<file path="src/design/stt_pkg.sv">
`timescale 1ns / 1ps
`default_nettype none
package stt_pkg;

  localparam int NUM_TIMERS_DEF = 16;
  localparam int MAX_RESULTS    = 16;
  localparam int RES_W          = $clog2(MAX_RESULTS) + 1;
  localparam int CLK_W          = 48;
  localparam int ID_W           = 32;
  localparam int IN_DATA_W      = 72;
  localparam int OUT_DATA_W     = 72;
  localparam logic [ID_W-1:0] BAD_ID = '1;

  // operation codes on in_tuser
  localparam logic [1:0] OP_START = 2'd0;
  localparam logic [1:0] OP_STOP  = 2'd1;
  localparam logic [1:0] OP_TICK  = 2'd2;

  // result kinds on out_tuser
  localparam logic [1:0] KIND_START  = 2'd0;
  localparam logic [1:0] KIND_STOP   = 2'd1;
  localparam logic [1:0] KIND_EXPIRY = 2'd2;

  // reply status codes
  localparam logic [1:0] STS_OK      = 2'd0;
  localparam logic [1:0] STS_INVALID = 2'd1;
  localparam logic [1:0] STS_FULL    = 2'd2;

  // one stored timer
  typedef struct packed {
    logic [CLK_W-1:0] deadline;
    logic [31:0]      start;
    logic [31:0]      interval;
    logic             rpt;
    logic [ID_W-1:0]  ident;
    logic [31:0]      order;
  } slot_t;

  localparam int SLOT_W = $bits(slot_t);

  typedef enum logic [2:0] {
    ST_IDLE, ST_FREE, ST_ALLOC, ST_FULL, ST_BAD, ST_SCAN, ST_DECIDE, ST_FLUSH
  } state_t;

  // controller to datapath
  typedef struct packed {
    logic latch;
    logic idx_clr;
    logic idx_inc;
    logic rd;
    logic best_clr;
    logic tick_go;
    logic alloc;
    logic full_rep;
    logic bad_rep;
    logic stop_done;
    logic fire;
    logic flush;
  } ctl_cmd_t;

  // datapath to controller
  typedef struct packed {
    logic [1:0] in_op;
    logic       in_bad;
    logic       is_stop;
    logic       idx_last;
    logic       free_hit;
    logic       rd_busy;
    logic       best_found;
    logic       held_valid;
    logic       n_last;
    logic       out_free;
  } ctl_sts_t;

endpackage
`default_nettype wire

</file>
<file path="src/design/stt_ram.sv">
`timescale 1ns / 1ps
`default_nettype none
module stt_ram #(
  parameter int WIDTH = 8,
  parameter int DEPTH = 16
) (
  input  wire logic                     clk,
  input  wire logic                     we,
  input  wire logic [$clog2(DEPTH)-1:0] waddr,
  input  wire logic [WIDTH-1:0]         wdata,
  input  wire logic                     re,
  input  wire logic [$clog2(DEPTH)-1:0] raddr,
  output      logic [WIDTH-1:0]         rdata
);
  logic [WIDTH-1:0] mem_r [DEPTH];

  always_ff @(posedge clk) begin
    if (we) begin
      mem_r[waddr] <= wdata;
    end
    if (re) begin
      rdata <= mem_r[raddr];
    end
  end
endmodule
`default_nettype wire

</file>
<file path="src/design/stt_ctrl.sv">
`timescale 1ns / 1ps
`default_nettype none
module stt_ctrl
  import stt_pkg::*;
(
  input  wire logic     clk,
  input  wire logic     rst_n,
  input  wire logic     in_tvalid,
  output      logic     in_tready,
  input  wire ctl_sts_t sts,
  output      ctl_cmd_t cmd
);
  state_t state_r, state_nxt;

  always_ff @(posedge clk) begin
    if (!rst_n) begin
      state_r <= ST_IDLE;
    end else begin
      state_r <= state_nxt;
    end
  end

  // next state and commands
  always_comb begin
    state_nxt = state_r;
    cmd       = '0;
    in_tready = 1'b0;
    case (state_r)
      ST_IDLE: begin
        in_tready = 1'b1;
        if (in_tvalid) begin
          cmd.latch    = 1'b1;
          cmd.idx_clr  = 1'b1;
          cmd.best_clr = 1'b1;
          case (sts.in_op)
            OP_START: state_nxt = ST_FREE;
            OP_STOP:  state_nxt = sts.in_bad ? ST_BAD : ST_SCAN;
            OP_TICK: begin
              cmd.tick_go = 1'b1;
              state_nxt   = ST_SCAN;
            end
            default: state_nxt = ST_IDLE;
          endcase
        end
      end
      // lowest free slot, one slot a cycle
      ST_FREE: begin
        if (sts.free_hit) begin
          state_nxt = ST_ALLOC;
        end else if (sts.idx_last) begin
          state_nxt = ST_FULL;
        end else begin
          cmd.idx_inc = 1'b1;
        end
      end
      ST_ALLOC: begin
        if (sts.out_free) begin
          cmd.alloc = 1'b1;
          state_nxt = ST_IDLE;
        end
      end
      ST_FULL: begin
        if (sts.out_free) begin
          cmd.full_rep = 1'b1;
          state_nxt    = ST_IDLE;
        end
      end
      ST_BAD: begin
        if (sts.out_free) begin
          cmd.bad_rep = 1'b1;
          state_nxt   = ST_IDLE;
        end
      end
      // read every slot, compare in the cycle after the read
      ST_SCAN: begin
        cmd.rd = 1'b1;
        if (sts.idx_last) begin
          state_nxt = ST_DECIDE;
        end else begin
          cmd.idx_inc = 1'b1;
        end
      end
      ST_DECIDE: begin
        if (!sts.rd_busy) begin
          if (sts.is_stop) begin
            if (sts.out_free) begin
              cmd.stop_done = 1'b1;
              state_nxt     = ST_IDLE;
            end
          end else if (sts.best_found) begin
            if (!sts.held_valid || sts.out_free) begin
              cmd.fire = 1'b1;
              if (sts.n_last) begin
                state_nxt = ST_FLUSH;
              end else begin
                cmd.idx_clr  = 1'b1;
                cmd.best_clr = 1'b1;
                state_nxt    = ST_SCAN;
              end
            end
          end else begin
            state_nxt = sts.held_valid ? ST_FLUSH : ST_IDLE;
          end
        end
      end
      ST_FLUSH: begin
        if (sts.out_free) begin
          cmd.flush = 1'b1;
          state_nxt = ST_IDLE;
        end
      end
      default: state_nxt = ST_IDLE;
    endcase
  end
endmodule
`default_nettype wire

</file>
<file path="src/design/stt_dp.sv">
`timescale 1ns / 1ps
`default_nettype none
module stt_dp
  import stt_pkg::*;
#(
  parameter int NUM_TIMERS = NUM_TIMERS_DEF
) (
  input  wire logic                  clk,
  input  wire logic                  rst_n,
  input  wire logic [IN_DATA_W-1:0]  in_tdata,
  input  wire logic [1:0]            in_tuser,
  output      logic                  out_tvalid,
  input  wire logic                  out_tready,
  output      logic [OUT_DATA_W-1:0] out_tdata,
  output      logic [1:0]            out_tuser,
  output      logic                  out_tlast,
  input  wire ctl_cmd_t              cmd,
  output      ctl_sts_t              sts
);
  localparam int IW = $clog2(NUM_TIMERS);

  logic [NUM_TIMERS-1:0] valid_r, fired_r;
  logic [IW-1:0]         idx_r, rd_idx_r, best_idx_r;
  logic                  rd_v_r;
  logic [CLK_W-1:0]      clock_r;
  logic [ID_W-1:0]       next_id_r, new_id;
  logic [31:0]           seq_r;
  logic [1:0]            op_r;
  logic [31:0]           ival_r;
  logic                  rpt_r;
  logic [ID_W-1:0]       sid_r;
  logic [RES_W-1:0]      n_r;

  logic                  best_found_r, best_rpt_r;
  logic [CLK_W-1:0]      best_dl_r;
  logic [31:0]           best_age_r, best_start_r, best_ival_r;
  logic [ID_W-1:0]       best_id_r;

  logic                  held_v_r;
  logic [ID_W-1:0]       held_id_r;
  logic [31:0]           held_el_r;

  logic                  out_v_r, out_last_r;
  logic [1:0]            out_kind_r, out_st_r;
  logic [ID_W-1:0]       out_id_r;
  logic [31:0]           out_el_r;

  slot_t                 rd_q, wr_d;
  logic                  wr_en;
  logic [IW-1:0]         wr_addr;
  logic [31:0]           cand_age;
  logic                  elig, better, out_free;

  // slot store
  stt_ram #(.WIDTH(SLOT_W), .DEPTH(NUM_TIMERS)) u_ram (
    .clk   (clk),
    .we    (wr_en),
    .waddr (wr_addr),
    .wdata (wr_d),
    .re    (cmd.rd),
    .raddr (idx_r),
    .rdata (rd_q)
  );

  assign new_id   = ((next_id_r + 1'b1) == BAD_ID) ? ID_W'(1) : next_id_r + 1'b1;
  assign out_free = !out_v_r || out_tready;

  // write data for a new timer or a rescheduled one
  always_comb begin
    wr_en   = cmd.alloc || (cmd.fire && best_rpt_r);
    wr_addr = cmd.alloc ? idx_r : best_idx_r;
    if (cmd.alloc) begin
      wr_d.deadline = clock_r + CLK_W'(ival_r);
      wr_d.interval = ival_r;
      wr_d.rpt      = rpt_r;
      wr_d.ident    = new_id;
    end else begin
      wr_d.deadline = clock_r + CLK_W'(best_ival_r);
      wr_d.interval = best_ival_r;
      wr_d.rpt      = best_rpt_r;
      wr_d.ident    = best_id_r;
    end
    wr_d.start = clock_r[31:0];
    wr_d.order = seq_r;
  end

  // candidate check on the slot just read
  always_comb begin
    cand_age = seq_r - rd_q.order;
    if (op_r == OP_STOP) begin
      elig = valid_r[rd_idx_r] && (rd_q.ident == sid_r);
    end else begin
      elig = valid_r[rd_idx_r] && !fired_r[rd_idx_r] && (rd_q.deadline <= clock_r);
    end
    better = !best_found_r || (rd_q.deadline < best_dl_r) ||
             ((rd_q.deadline == best_dl_r) && (cand_age > best_age_r));
  end

  // control state
  always_ff @(posedge clk) begin
    if (!rst_n) begin
      valid_r   <= '0;
      fired_r   <= '0;
      rd_v_r    <= 1'b0;
      clock_r   <= '0;
      next_id_r <= '0;
      seq_r     <= '0;
      n_r       <= '0;
      held_v_r  <= 1'b0;
      out_v_r   <= 1'b0;
      best_found_r <= 1'b0;
    end else begin
      rd_v_r <= cmd.rd;
      if (cmd.tick_go) begin
        clock_r  <= clock_r + 1'b1;
        fired_r  <= '0;
        n_r      <= '0;
        held_v_r <= 1'b0;
      end
      if (cmd.best_clr) begin
        best_found_r <= 1'b0;
      end else if (rd_v_r && elig && better) begin
        best_found_r <= 1'b1;
      end
      if (cmd.alloc) begin
        valid_r[idx_r] <= 1'b1;
        next_id_r      <= new_id;
        seq_r          <= seq_r + 1'b1;
      end
      if (cmd.stop_done && best_found_r) begin
        valid_r[best_idx_r] <= 1'b0;
      end
      if (cmd.fire) begin
        fired_r[best_idx_r] <= 1'b1;
        n_r                 <= n_r + 1'b1;
        held_v_r            <= 1'b1;
        if (best_rpt_r) begin
          seq_r <= seq_r + 1'b1;
        end else begin
          valid_r[best_idx_r] <= 1'b0;
        end
      end
      if (cmd.flush) begin
        held_v_r <= 1'b0;
      end
      // output register
      if (cmd.alloc || cmd.full_rep || cmd.bad_rep || cmd.stop_done || cmd.flush ||
          (cmd.fire && held_v_r)) begin
        out_v_r <= 1'b1;
      end else if (out_tready) begin
        out_v_r <= 1'b0;
      end
    end
  end

  // payload registers
  always_ff @(posedge clk) begin
    if (cmd.latch) begin
      op_r   <= in_tuser;
      ival_r <= in_tdata[31:0];
      rpt_r  <= in_tdata[32];
      sid_r  <= in_tdata[64:33];
    end
    if (cmd.idx_clr) begin
      idx_r <= '0;
    end else if (cmd.idx_inc) begin
      idx_r <= idx_r + 1'b1;
    end
    rd_idx_r <= idx_r;
    if (rd_v_r && elig && better && !cmd.best_clr) begin
      best_idx_r   <= rd_idx_r;
      best_dl_r    <= rd_q.deadline;
      best_age_r   <= cand_age;
      best_start_r <= rd_q.start;
      best_ival_r  <= rd_q.interval;
      best_rpt_r   <= rd_q.rpt;
      best_id_r    <= rd_q.ident;
    end
    if (cmd.fire) begin
      held_id_r <= best_id_r;
      held_el_r <= clock_r[31:0] - best_start_r;
    end
    // result beat contents
    if (cmd.alloc) begin
      out_kind_r <= KIND_START;
      out_id_r   <= new_id;
      out_el_r   <= '0;
      out_st_r   <= STS_OK;
      out_last_r <= 1'b1;
    end else if (cmd.full_rep) begin
      out_kind_r <= KIND_START;
      out_id_r   <= BAD_ID;
      out_el_r   <= '0;
      out_st_r   <= STS_FULL;
      out_last_r <= 1'b1;
    end else if (cmd.bad_rep || cmd.stop_done) begin
      out_kind_r <= KIND_STOP;
      out_id_r   <= sid_r;
      out_el_r   <= '0;
      out_st_r   <= cmd.bad_rep ? STS_INVALID : STS_OK;
      out_last_r <= 1'b1;
    end else if (cmd.flush || (cmd.fire && held_v_r)) begin
      out_kind_r <= KIND_EXPIRY;
      out_id_r   <= held_id_r;
      out_el_r   <= held_el_r;
      out_st_r   <= STS_OK;
      out_last_r <= cmd.flush;
    end
  end

  // status to the controller
  always_comb begin
    sts.in_op      = in_tuser;
    sts.in_bad     = (in_tdata[64:33] == BAD_ID);
    sts.is_stop    = (op_r == OP_STOP);
    sts.idx_last   = (idx_r == IW'(NUM_TIMERS - 1));
    sts.free_hit   = !valid_r[idx_r];
    sts.rd_busy    = rd_v_r;
    sts.best_found = best_found_r;
    sts.held_valid = held_v_r;
    sts.n_last     = (n_r == RES_W'(MAX_RESULTS - 1));
    sts.out_free   = out_free;
  end

  assign out_tvalid = out_v_r;
  assign out_tuser  = out_kind_r;
  assign out_tlast  = out_last_r;
  assign out_tdata  = {6'd0, out_st_r, out_el_r, out_id_r};
endmodule
`default_nettype wire

</file>
<file path="src/design/software_timer_table.sv">
// start: a one-slot-a-cycle search for the lowest free slot
// stop: one pass over the slot memory read port plus the compare, or a direct reply for the bad id
// tick: one memory pass per expiry, and a last pass that finds none unless the result limit is hit
// one item at a time; the result register frees the output side from the work, but a stall holds the item
// reset: synchronous active-low rst_n clears clock, ids, valid bits and handshakes
`timescale 1ns / 1ps
`default_nettype none
module software_timer_table
  import stt_pkg::*;
#(
  parameter int NUM_TIMERS = NUM_TIMERS_DEF
) (
  input  wire logic                  clk,
  input  wire logic                  rst_n,
  input  wire logic                  in_tvalid,
  output      logic                  in_tready,
  input  wire logic [IN_DATA_W-1:0]  in_tdata,   // interval, repeat_req, timer_id
  input  wire logic [1:0]            in_tuser,   // operation
  output      logic                  out_tvalid,
  input  wire logic                  out_tready,
  output      logic [OUT_DATA_W-1:0] out_tdata,  // timer_id_res, elapsed_ms, status
  output      logic [1:0]            out_tuser,  // kind
  output      logic                  out_tlast
);
  ctl_cmd_t cmd;
  ctl_sts_t sts;

  stt_ctrl u_ctrl (
    .clk       (clk),
    .rst_n     (rst_n),
    .in_tvalid (in_tvalid),
    .in_tready (in_tready),
    .sts       (sts),
    .cmd       (cmd)
  );

  stt_dp #(.NUM_TIMERS(NUM_TIMERS)) u_dp (
    .clk        (clk),
    .rst_n      (rst_n),
    .in_tdata   (in_tdata),
    .in_tuser   (in_tuser),
    .out_tvalid (out_tvalid),
    .out_tready (out_tready),
    .out_tdata  (out_tdata),
    .out_tuser  (out_tuser),
    .out_tlast  (out_tlast),
    .cmd        (cmd),
    .sts        (sts)
  );
endmodule
`default_nettype wire

</file>
<file path="config.mk">
export PLATFORM = sky130hd
export DESIGN_NAME = software_timer_table
export DESIGN_NICKNAME = d
export VERILOG_FILES = /design/src/design/stt_pkg.sv /design/src/design/stt_ram.sv /design/src/design/stt_ctrl.sv /design/src/design/stt_dp.sv /design/src/design/software_timer_table.sv
export SDC_FILE = /design/constraint.sdc
export NUM_CORES = 2
export LEC_CHECK = 0
export ABC_AREA = 1
export BUFFER_PORTS_ARGS = -buffer_cell sky130_fd_sc_hd__clkbuf_2
export CAP_MARGIN = 20
export CELL_PAD_IN_SITES_DETAIL_PLACEMENT = 1
export CELL_PAD_IN_SITES_GLOBAL_PLACEMENT = 2
export CORE_MARGIN = 10
export CORE_UTILIZATION = 46
export CTS_CLUSTER_SIZE = 16
export DETAILED_ROUTE_END_ITERATION = 8
export PLACE_DENSITY_LB_ADDON = 0.15
export SLEW_MARGIN = 20
export SYNTH_ARGS = -nofsm -noshare
export SYNTH_HDL_FRONTEND = slang
export SYNTH_HIERARCHICAL = 1
export SYNTH_SLANG_ARGS = --single-unit
</file>
<file path="constraint.sdc">
create_clock -name clk -period 29.3 [get_ports clk]
set_clock_uncertainty 0.1 [all_clocks]
set_input_delay 1.465 -clock clk [delete_from_list [all_inputs] [get_ports clk]]
set_output_delay 1.465 -clock clk [all_outputs]
set_load 0.02 [all_outputs]
</file>
-- Word-level counts from Yosys, hierarchy flattened
Memories as Yosys holds them, arrays and structs flattened. A register that Yosys moved wholly into a read port is not among the register bits.
Cells that the tools add are included.
- register bits after elaboration: 545
- RAM bits: 2832
- output and inout bits: 77
- word-level logic and storage cells: 207
- memories: 1
- memories (name ; words ; width ; rd ports ; clocked after memory_dff ; write ports ; RTL line ; text):
    u_dp.u_ram.mem_r ; 16 ; 177 ; 1 ; 1 ; 1 ; stt_ram.sv:15 ; logic [WIDTH-1:0] mem_r [DEPTH];
- add/sub/neg operators: 9
- magnitude comparators: 8
- equality and inequality tests: 21
- multiplexer cells: 87
- bitwise logic cells: 6
- reduce and logical (&&, ||, !) cells: 42
- operators by type and width (kind ; number):
    32-bit two-way mux ; 8
    16-bit two-way mux ; 9
    48-bit by 32-bit adder with 48-bit output ; 2
    65-bit two-way mux ; 1
    32-bit by 1-bit adder with 32-bit output (second input constant) ; 2
    32-bit equality test (second input constant) ; 2
    32-bit subtractor ; 2
    48-bit by 1-bit adder with 48-bit output (second input constant) ; 1
    48-bit equality test ; 1
    48-bit less-or-equal comparator ; 1
    48-bit < comparator ; 1
    48-bit two-way mux ; 1
    1-bit two-way mux ; 37
    16-bit AND ; 2
    32-bit equality test ; 1
    32-bit > comparator ; 1
    16-bit bitwise OR ; 2
    3-bit two-way mux ; 10
    2-bit two-way mux ; 8
    16-bit NOT ; 1
    4-bit by 5-bit < comparator with 1-bit output (second input constant) ; 3
    3-bit one-hot mux with 5 select lines ; 1
    1-bit binary-select mux with 4-bit select ; 3
    3-bit equality test (second input constant) ; 4
    30 further kinds ; 69

-- Depth between registers and ports, before layout
- depth in word-level cells: 14
- depth in mapped cells: 26
- mapped depth without buffers: 26

-- Cells and area by module
The synthesis kept the hierarchy.
- modules (own cells, without submodules) (module ; instances ; cells an instance ; area an instance (µm²) ; seq. area each (µm²)):
    stt_ram ; 1 ; 10744 ; 122810.3 ; 90356.7
    stt_dp ; 1 ; 3876 ; 31760.5 ; 14293.7
    stt_ctrl ; 1 ; 94 ; 539.3 ; 60.1

-- Worst setup path after synthesis
No wires, ideal clock.
- path kind: input to register
- start point: in out_tready
- end point: mem u_dp/u_ram/mem_r[12][0] (netlist name) (enable)
- library setup time: 0.717 ns
- arrival time: 13.271 ns
- required time: 28.483 ns
- slack: 15.211 ns
- stages on the path: 10
- path buffers: 2
- cells stage by stage: inv_1 > nand2_1 > buf_4 > o21ai_0 > nor2_1 > a21oi_2 > inv_1 > clkbuf_1 > nand3_1 > nor2_1
- RTL lines (what ; RTL line ; text):
    start, declared ; software_timer_table.sv:20 ; input wire logic out_tready,
    end, declared ; stt_ram.sv:15 ;

==> impl_metrics.toml <==
[final_layout]
fill_cells = 36004
layout_commonest_cell = "nand2_1"
area_delta_synth_final_pct = 11.4
final_cell_mix = "nand2_1 (4902), edfxtp_1 (3353), nand3_1 (2184), inv_1 (1692), clkbuf_16 (394)"
regArea_um2 = 105000
multi_input_area_um2 = 40800
fin_cells = 19655
finalNetCount = 15128
drive_above_1_share_pct = 7.29

[yosys]
synth_area_um2 = 155000
yosysWarnings = 6
postSynthAreaPerCell_um2 = 10.5
yosysSeqAreaShare_pct = 67.5
synthFlopType = "edfxtp_1"
synthDistinctLibCells = 58
syn_inst = 14714
async_reset_ff_share_pct = 0
synth_edf_count = 3353
synth_seq_cells = 3554

[timing]
relSlewSlack_pct = 19.0
report.final.slew_viol_count = 0
rsz0062_at_grt = "no"
tightest_slew_ns = 1.21
max_clock_freq_mhz = 128
finalSetupTns_ns = 0
setup_viol_count_final = 0
layout_min_cycle_time_ns = 7.79
finalCritPeriodShare_pct = 26.6
hold_viol_final = 0

[clock_tree]
ctsHoldBuffers = 0
clk_pin_slew_ns = 0.06
cts_resized = 0
cts_tree = "built"
cts-root-buf = "clkbuf_16"
post_cts_buffers = 0
clk_latency_ns = 0.98
cts-buffers-inserted = 390
ctsHtreeMaxLevel = 5
cts.sinks = 3554
cts_max_path_buffers = 4

[critical_path]
endpoint = "u_dp/u_ram/mem_r[10][161]$_DFFE_PP_"
crit_start = "out_tready"
startpoint_type = "primary input"
required_ns = 29.81
cp_max_fo = 26
timing.rr.end = "u_dp/u_ram/mem_r[10][161]$_DFFE_PP_"
rr_worst_depth = 19
r2r_setup_slack_ns = 21.87
worst_setup_path_end_kind = "register"
arrival_ns = 8.30
reg2reg_from = "u_dp/out_tvalid$_SDFFE_PN0P_"
critical_path_class = "in -> reg"

[route]
wl_um = 494000
detail-route-antenna-nets = 0
wl_met3_um = 25300
highest_layer = "met5"
met2_length_um = 239000
dr_total_vias = 109695
vias_per_cell = 5.58
wl_per_cell_um = 25.1
drcViolationCount = 0
wl_met1_um = 213000
drt-pass1-iter-count = 6
drt_iter0_markers = 9372

[power_and_ir_drop]
cellPowerDensity_nw_per_um2 = 78.9
vdd_drop_max_uv = 71.9
leakagePower_nw = 68.9

[global_routing]
grt_overflow = 0
grt_max_degree = 255
antenna_found_initial = 21
grt_pass1_wl_um = 731000
grtUsageTotal_pct = 26.4
grt_pass1_vias = 114783

[run]
drv_cap = 0

[floorplanning]
fp.dieH_um = 601
core-area_um2 = 336000
dieArea_um2 = 361000
num_rows = 213
num_io_pins = 155
start_util_pct = 46.1
die_x_um = 601

[place]
place_inst = 18933
gp_congestion = 0.878
hpwlAfterDp_um = 279000
portBuffers = 141

[outcome]
status = "finished clean"

[min_path]
hp-class = "reg -> reg"
==> worst max-delay path, stage by stage <==
cell      delay [ns]
clkbuf_2        0.11
inv_1           0.04
nand2_1         0.22
clkinv_1        0.31
nor3_2          0.32
buf_4           0.61
buf_4           0.60
nand2_1         0.10
nand2_1         0.70
ha_1            0.44
inv_1           0.13
fa_1            0.43
nand3b_1        0.18
nand2_1         0.12
a21oi_1         0.12
o21ai_0         0.72
nand2_1         0.11
nand2_1         0.25
nand4_1         0.12
nand3_1         0.29
xor2_1          0.84
==> report_power, final <==
group	total [mW]	leakage (nW)	internal, mW	switching (mW)
Combinational	2.95	30.1	0.752	2.20
Clock	4.82	6.06	2.76	2.06
Sequential	5.86	32.8	5.78	0.0804
Total	13.6	68.9	9.30	4.34
==> metrics by stage <==
stage	power [mW]	util, %	instance area [um^2]	hold WS (ns)	setup WS (ns)
3_5_place_dp	8.90	47.7	160000	0.306	20.67
6_report	13.6	51.4	173000	0.302	21.51
4_1_cts	13.7	51.3	173000	0.302	21.68
5_1_grt	14.3	51.4	173000	0.317	21.17
3_3_place_gp	8.78	47.6	160000	0.301	20.94
2_1_floorplan	8.03	-	155000	0.300	15.21
==> state kept, by name, indices dropped and copies added, names as in the netlist, 48 cells and up <==
name              flops
u_dp/best_dl_r       48
u_dp/u_ram/mem_r   2832
u_dp/clock_r         48
u_dp/u_ram/rdata    177
==> cell type report <==
cell class,instances,area share [%]
Multi-Input combinational cell,8774,23.6
Tap cell,4515,3.27
Sequential cell,3554,60.6
Antenna cell,5,0.00724
Clock buffer,491,5.95
Clock inverter,225,1.21
Inverter,1713,3.76
Timing Repair Buffer,378,1.58
==> worst min path at each step <==
stage                                       to                            start  cells past startpoint  slack (ns)
3_3_place_gp    u_dp/best_ival_r[31]$_DFFE_PP_   u_dp/u_ram/rdata[96]$_DFFE_PP_                      0        0.30
2_1_floorplan    u_dp/best_ival_r[0]$_DFFE_PP_   u_dp/u_ram/rdata[65]$_DFFE_PP_                      0        0.30
3_5_place_dp    u_dp/best_ival_r[13]$_DFFE_PP_   u_dp/u_ram/rdata[78]$_DFFE_PP_                      0        0.31
6_report       u_dp/best_start_r[11]$_DFFE_PP_  u_dp/u_ram/rdata[108]$_DFFE_PP_                      0        0.30
5_1_grt         u_dp/best_start_r[3]$_DFFE_PP_  u_dp/u_ram/rdata[100]$_DFFE_PP_                      0        0.32
4_1_cts         u_dp/best_start_r[3]$_DFFE_PP_  u_dp/u_ram/rdata[100]$_DFFE_PP_                      0        0.30
==> synthesized netlist by cell type (12+ instances only) <==
cell type,number,area (um^2)
a21o_1,18,135
a21oi_1,337,1690
a31oi_1,24,150
buf_1,63,236
buf_2,355,1780
buf_4,48,360
buf_6,30,338
clkbuf_1,177,664
dfxtp_1,201,4020
edfxtp_1,3353,101000
ha_1,236,2950
inv_1,1696,6370
nand2_1,4904,18400
nand3_1,2184,10900
nand3_2,21,210
nand4_1,51,319
nor2_1,385,1450
nor3_1,85,425
nor4_1,28,175
o211ai_1,12,90.1
o21a_1,20,150
o21ai_0,146,731
o21bai_1,17,128
or2_2,41,257
xnor2_1,42,368
xor2_1,109,955
==> per-layer routing <==
| layer | GRT usage [%] | vias to the layer above |
|---|---|---|
| li1 | - | 49297 |
| met1 | 35.4 | 56559 |
| met2 | 45.1 | 2915 |
| met3 | 3.12 | 912 |
| met4 | 8.37 | 12 |
| met5 | 0 | - |
==> logic make-up (layout without fill, tap and decap cells) <==
group           after synthesis  count (layout)  synth area share (%)
fa+ha+maj                   239             239                  1.94
other cells                   1              11               0.00242
buf+inv                    2391            2807                  6.37
simple gates               7756            7756                  21.1
flops                      3554            3554                  67.5
xor+xnor                    151             151                 0.853
compound gates              622             622                  2.24
No activity file was read; power rests on OpenSTA's default activity.
